`config.mk`:
```
export PLATFORM = sky130hd
export DESIGN_NAME = mla_ctrl
export DESIGN_NICKNAME = d
export VERILOG_FILES = /design/src/hw/rtl/mla_pkg.sv /design/src/hw/rtl/mla_ctrl.sv
export SDC_FILE = /design/constraint.sdc
export NUM_CORES = 1
export LEC_CHECK = 0
export BUFFER_PORTS_ARGS = -buffer_cell sky130_fd_sc_hd__buf_2
export CAP_MARGIN = 20
export CORE_MARGIN = 3
export CORE_UTILIZATION = 58
export CTS_CLUSTER_DIAMETER = 150
export DETAILED_ROUTE_END_ITERATION = 10
export HOLD_SLACK_MARGIN = 0.08
export PLACE_DENSITY = 0.8
export SLEW_MARGIN = 20
export SYNTH_ARGS = -nofsm -noshare
export SYNTH_HDL_FRONTEND = slang
export SYNTH_SLANG_ARGS = --single-unit
```
`constraint.sdc`:
```
create_clock -name clk -period 3.8 [get_ports clk]
set_input_delay 0.76 -clock clk [delete_from_list [all_inputs] [get_ports clk]]
set_output_delay 0.76 -clock clk [all_outputs]
set_load 0.02 [all_outputs]
```
`src/hw/rtl/mla_pkg.sv`:
```
// Shared constants, types and exponential tables for the Mish activation lanes.
// Used by the channel interfaces, the pipeline control, the lane datapath and the top level.
// No dependencies.
package mla_pkg;

    localparam int LANES_DEFAULT = 4;

    // Pixel values are signed Q8.8.
    localparam int PIX_W = 16;

    // Configuration register widths.
    localparam int CNT_W = 21;
    localparam int IDX_W = 20;
    localparam int CFG_W = CNT_W;

    // Magnitudes at or above 2^MAG_BITS give zero for negative inputs, and positive
    // inputs at or above 2^(MAG_BITS-1) come out unchanged, so only MAG_BITS bits
    // of magnitude reach the datapath.
    localparam int MAG_BITS = 12;
    localparam int TAB_BITS = MAG_BITS / 2;
    localparam int TAB_SIZE = 1 << TAB_BITS;

    // Fraction bits of t = e^(-|x|), of the quotient, and the divider widths.
    localparam int FRAC_BITS = 32;
    localparam int EXP_W = FRAC_BITS + 1;
    localparam int PROD_W = 2 * EXP_W;
    localparam int NUM_W = FRAC_BITS + 2;
    localparam int DEN_W = FRAC_BITS + 3;
    localparam int DIV_BITS = 32;
    localparam int SUM_W = MAG_BITS + DIV_BITS + 1;

    // Lane pipeline stages.
    localparam int ST_LOOKUP = 0;
    localparam int ST_EXP = 1;
    localparam int ST_SQUARE = 2;
    localparam int ST_FRAC = 3;
    localparam int ST_DIV0 = 4;
    localparam int ST_ROUND = ST_DIV0 + DIV_BITS;
    localparam int LANE_STAGES = ST_ROUND + 1;
    // The merge register behind the lanes is the last stage.
    localparam int PIPE_DEPTH = LANE_STAGES + 1;

    typedef enum logic [0:0] {
        REG_ENABLE      = 1'b0,
        REG_PIXEL_COUNT = 1'b1
    } mla_reg_t;

    typedef logic [TAB_SIZE-1:0][EXP_W-1:0] mla_exp_tab_t;

    // Per-value information that travels with a lane value down the pipeline.
    typedef struct packed {
        logic [PIX_W-1:0]    x;
        logic                neg;
        logic                pass;
        logic                zero;
        logic [MAG_BITS-1:0] mag;
    } mla_side_t;

    typedef struct packed {
        mla_side_t           side;
        logic [MAG_BITS-1:0] m;
    } mla_lane_res_t;

    typedef struct packed {
        logic [LANE_STAGES-1:0] lane_load;
        logic                   out_load;
        logic                   out_valid;
        logic                   out_last;
    } mla_pipe_ctl_t;

    // e^(-i*step/256) in Q1.FRAC_BITS for i = 0 .. TAB_SIZE-1, rounded to nearest.
    // Only ever evaluated at elaboration.
    function automatic mla_exp_tab_t exp_table(input int step);
        mla_exp_tab_t tab;
        real          v;
        for (int i = 0; i < TAB_SIZE; i++)
        begin
            v = $exp(-real'(i * step) / 256.0) * (2.0 ** FRAC_BITS);
            tab[i] = EXP_W'(longint'(v));
        end
        return tab;
    endfunction

    localparam mla_exp_tab_t EXP_LO = exp_table(1);
    localparam mla_exp_tab_t EXP_HI = exp_table(TAB_SIZE);

endpackage

```
`src/hw/rtl/mla_ctrl.sv`:
```
// Pipeline control shared by all lanes: per-stage valid bits with bubble collapsing,
// stage load enables and the frame position counter. Depends on mla_pkg.
module mla_ctrl (
    input  logic                   clk,
    input  logic                   rst_n,
    input  logic                   in_valid,
    output logic                   in_ready,
    input  logic                   out_ready,
    input  logic [mla_pkg::CNT_W-1:0] pixel_count,
    output mla_pkg::mla_pipe_ctl_t ctl
);
    import mla_pkg::*;

    logic [PIPE_DEPTH-1:0] valid_reg;
    logic [PIPE_DEPTH-1:0] last_reg;
    logic [PIPE_DEPTH-1:0] stage_ready;
    logic [PIPE_DEPTH-1:0] prev_valid;
    logic [PIPE_DEPTH-1:0] prev_last;
    logic [PIPE_DEPTH-1:0] load;
    logic [IDX_W-1:0]      pixel_index_reg;
    logic [IDX_W-1:0]      pixel_index_next;
    logic [CNT_W-1:0]      index_inc;
    logic                  frame_end;

    // A stage can take a new item when the output moves or some stage at or after it is empty.
    for (genvar i = 0; i < PIPE_DEPTH; i++)
    begin : g_ready
        assign stage_ready[i] = out_ready || !(&valid_reg[PIPE_DEPTH-1:i]);
    end

    assign prev_valid = {valid_reg[PIPE_DEPTH-2:0], in_valid};
    assign prev_last  = {last_reg[PIPE_DEPTH-2:0], frame_end};
    assign load       = stage_ready & prev_valid;
    assign in_ready   = stage_ready[0];

    assign index_inc        = CNT_W'(pixel_index_reg) + CNT_W'(1);
    assign frame_end        = index_inc >= pixel_count;
    assign pixel_index_next = frame_end ? '0 : index_inc[IDX_W-1:0];

    always_ff @(posedge clk or negedge rst_n)
    begin
        if (!rst_n)
        begin
            valid_reg       <= '0;
            last_reg        <= '0;
            pixel_index_reg <= '0;
        end
        else
        begin
            valid_reg <= (valid_reg & ~stage_ready) | (prev_valid & stage_ready);
            last_reg  <= (last_reg & ~load) | (prev_last & load);
            if (load[0])
            begin
                pixel_index_reg <= pixel_index_next;
            end
        end
    end

    assign ctl.lane_load = load[LANE_STAGES-1:0];
    assign ctl.out_load  = load[PIPE_DEPTH-1];
    assign ctl.out_valid = valid_reg[PIPE_DEPTH-1];
    assign ctl.out_last  = last_reg[PIPE_DEPTH-1];

    // The frame position returns to zero after a pixel that closes a frame.
    assert property (@(posedge clk) disable iff (!rst_n)
        (in_valid && in_ready && frame_end) |=> (pixel_index_reg == '0))
        else $error("frame position did not wrap after the last pixel");

    // Whenever the output side takes, the input side can take as well.
    assert property (@(posedge clk) disable iff (!rst_n)
        out_ready |-> in_ready)
        else $error("input stalled while the output was draining");

    // Items in flight change only by accepted and delivered items.
    assert property (@(posedge clk) disable iff (!rst_n)
        $past(rst_n) |-> ($countones(valid_reg) == $countones($past(valid_reg))
            + int'($past(in_valid && in_ready))
            - int'($past(valid_reg[PIPE_DEPTH-1] && out_ready))))
        else $error("pipeline item count is inconsistent");

endmodule

```
Word-level counts from Yosys, hierarchy flattened. Index checks and enable logic that the tools add are counted. Widths: inputs -> output; s select.

Bits in registers: 96. Input bits: 25. Logic and storage cells: 127.

$add $sub $neg: 1. $lt $le $gt $ge: 1. Multiplexer cells: 1. Bitwise operators: 8. Reduce and logical (&&, ||, !) cells: 113.

Operators by type and width (number): $and 38x38->38 (4); $not 38->38 (2); $or 38x38->38 (2); $logic_not 1->1 (38); $logic_or 1x1->1 (38); $reduce_and 38->1 (1); $reduce_and 37->1 (1); $reduce_and 36->1 (1); $reduce_and 35->1 (1); $reduce_and 34->1 (1); $reduce_and 33->1 (1); $reduce_and 32->1 (1); $reduce_and 31->1 (1); $reduce_and 30->1 (1); $reduce_and 29->1 (1); $reduce_and 28->1 (1); $reduce_and 27->1 (1); $reduce_and 26->1 (1); $reduce_and 25->1 (1); $reduce_and 24->1 (1); $reduce_and 23->1 (1); $reduce_and 22->1 (1); $add 20x1->21 const B (1); $ge 21x21->1 (1); other kinds (21) (21).

Logic depth before layout (Yosys ltp).
Depth in word-level cells: 7. Mapped depth: 14. Mapped depth without buffers: 13.

Worst setup path after synthesis. Ideal clock, no wire load.

Path type: register -> register. Start: register pixel_index_reg[2]. End: register pixel_index_reg[9]. Setup time: 0.121 ns. Data arrival time: 3.125 ns. Path slack: 0.554 ns. Cell stages (with the launch flop): 15. Clock period less this slack: 3.246 ns. Cells stage by stage: dfrtp_1 -> clkbuf_1 -> nand3_1 -> nor3_1 -> nand4_1 -> nor2_1 -> xor2_1 -> ha_1 -> nand4_1 -> a31oi_1 -> a2111oi_0 -> a31oi_1 -> clkbuf_1 -> o21ai_0 -> a22o_1.

Longest elaborated chain between the ends: 3.

RTL lines: start: declaration (line mla_ctrl.sv:20) `logic [IDX_W-1:0] pixel_index_reg;`; start signal: assignment (line mla_ctrl.sv:54) `pixel_index_reg <= pixel_index_next;`; $add 20x1->21 (*) (line mla_ctrl.sv:36) `assign index_inc = CNT_W'(pixel_index_reg) + CNT_W'(1);`; $ge 21x21->1 (line mla_ctrl.sv:37) `assign frame_end = index_inc >= pixel_count;`; $mux 20 (*) (line mla_ctrl.sv:38) `assign pixel_index_next = frame_end ? '0 : index_inc[IDX_W-1:0];`.

Mark *: on every way between the ends. The rest lies on a longest branch, timed or not. A chain may end at the register's enable or synchronous reset.

Final worst setup path.
Start: register pixel_index_reg[0]. End: register pixel_index_reg[0].

Same word-level chain as after synthesis.

==> flow_summary.ini <==
[setup_path]
rr_worst_depth = 13
critical_path.max_stage_delay_ns = 0.45
crit_required_ns = 4.09
slowest_stage = nor2_1
crit_chain = ha_1 -> nand4_1 -> nor2_2 -> and3_1 -> and3_1 -> xor2_1 -> ha_1 -> a21oi_1 -> o21ai_0 -> a2111oi_0 -> a31oi_1 -> nor2_1 -> mux2_2
crit_type = flop to flop
r2r_setup_slack_ns = 0.32
end_kind = flop
worstPathArrival_ns = 3.77
timing.critical_path.from = pixel_index_reg[0]
cp_max_fo = 7
reg2reg_from = pixel_index_reg[0]
critPathLaunchType = flop
rr_endpoint = pixel_index_reg[0]

[clock_network]
clk_latency_ns = 0.36
cts_sinks = 96
post_cts_buffers = 0
clock_path_buffers = 2
clk_pin_slew_ns = 0.10
ctsHoldBuffers = 0
cts_resized = 0
h-tree-depth = 3
numCtsBuffers = 9
cts_tree = yes
cts_root_buf = clkbuf_8

[power]
ir_drop_mv = 0.239
p_per_area_nw_per_um2 = 396
power.total_mw = 2.23
p_leak_nw = 2.84

[timing]
setup_viol = 0
skew_ns = 0.0117
fin_setup_tns_ns = 0
maxSlewHeadroom_pct = 63.1
slew_violations = 0
tightest_slew_ns = 0.551
timing.fmax_mhz = 287
hold_violations = 0
post-route-period-util_pct = 91.6
grt_setup_unrepaired = no
timing.final.crit_period_ns = 3.48

[layout]
n_fill_cell = 649
nNetsFinal = 584
fin_area_sq_um = 5610
diodes = 0
fin_util_pct = 68.0
final_cell_mix = dfrtp_1, buf_2, nand2_1
syn2layout_area_growth_pct = 13.7
seq_area_sq_um = 2400
layout-drive-gt1-share_pct = 25.8
layout_commonest_cell = dfrtp_1
multi_input_area_sq_um = 2380

[detailed_routing]
vias = 3606
antenna_left = 0
first_iter_violations = 99
drc = 0
postRouteWirelength_microns = 9720
firstDrtPassIters = 4
viasPerCell = 5.57
wl_per_cell_microns = 15.0

[floorplan]
core_sq_um = 8260
initial_core_util_pct = 59.8
dieArea_sq_um = 9660
die_w_microns = 98.3
fp-row-count = 33
pin_count = 66
die_h_microns = 98.3

[logic_synthesis]
syn_inst = 465
synth_compound_area_share_pct = 10.6
synth.yosys.warnings = 0
ys_seq_area_share_pct = 48.6
synthAdderAreaFrac_pct = 5.57
yosys.area_share.xor_xnor_pct = 3.19
syn_area_sq_um = 4940
syn-mean-instance-area_sq_um = 10.6
muxShareOfSynthArea_pct = 8.97
synthFlopType = dfrtp_1
async_flop_share_pct = 100
synth_top_family_by_area = simple AND/OR/NAND/NOR gates
synth_nets = 512
synth_cell_types = 55
synth_edf_count = 0
synth_seq_cells = 96
synthSimpleGateAreaFrac_pct = 19.8

[placement]
portBuffers = 65
place.gp.congestion = 0.879
place_area_sq_um = 5390
dp.final_hpwl_microns = 7280

[grt]
grt_max_degree = 39
grt_pass1_wl_microns = 16600
grt_overflow_total = 0
grt_pass1_vias = 3671
grtUsageTotal_pct = 21.1
antenna_found_initial = 0

[run]
maxCapViolCount = 0

[outcome]
outcome = completed

[worst_hold_path]
hold_class = input pin to asynchronous set/reset pin
==> synthesized netlist by cell type, drive strengths merged (9+ instances only) <==
cell,n,share of area [%]
or2,9,1.1
nand2,49,3.7
ha,22,5.6
nand4,12,1.6
dfrtp,96,49
nor2,18,1.4
and2,17,2.3
nand3,16,1.7
nor2b,10,1.3
xor2,11,2.0
o21ai,22,2.2
nand2b,16,2.0
mux2,38,9.0
a21o,9,1.4
inv,28,2.1
==> metrics by stage <==
stage	setup slack, ns	instances	hold slack [ns]
2_1_floorplan	0.554	465	0.435
3_3_place_gp	0.447	631	0.445
3_5_place_dp	0.292	631	0.463
4_1_cts	0.292	647	0.360
5_1_grt	0.0485	647	0.386
6_report	0.317	647	0.355
==> final cells by class <==
class                   instances  share of cell area (%)
repair buffers                 71                    6.64
clock buffers                  10                    2.27
multi-input cells             331                    42.5
inverters                      28                    1.87
well taps                     105                    2.34
clock inverters                 6                    1.63
flip-flops and latches         96                    42.8
==> power by group <==
group          switching, mW  internal, mW  leakage (nW)
registers             0.0636          1.07          1.23
logic                  0.207         0.148          1.50
clock network          0.358         0.375         0.111
total                  0.629          1.60          2.84
==> worst max-delay path by stage <==
stage / end / slack, ns / depth (start not counted)
floorplan: pixel_index_reg[9] / 0.55 / 14
global placement: pixel_index_reg[18] / 0.45 / 14
detailed placement: pixel_index_reg[18] / 0.29 / 14
CTS: pixel_index_reg[18] / 0.29 / 14
global route: pixel_index_reg[9] / 0.05 / 13
finish: pixel_index_reg[0] / 0.32 / 13
==> layer usage <==
metal	global-route usage [%]	share of wire (%)
met3	5.29	4.0
met1	26.2	44
met5	0	0
met4	6.20	1.9
met2	36.6	51
==> cell families (layout without fill, tap and decap cells) <==
family	Yosys count	after routing
and+or+nand+nor	178	178
DFF	96	96
AOI/OAI and AO/OA	75	75
muxes	38	38
buffers and inverters	38	115
adders and majority gates	22	22
xor gates and xnor gates	18	18
==> critical path: cells and delay by family (launching register included) <==
kind / cells / cell delay, ns
AOI/OAI and AO/OA: 4 / 0.72
adders and majority gates: 2 / 0.53
xor gates and xnor gates: 1 / 0.16
muxes: 1 / 0.25
and+or+nand+nor: 5 / 1.33
DFF: 1 / 0.43
(Power assumes the default switching activity.)
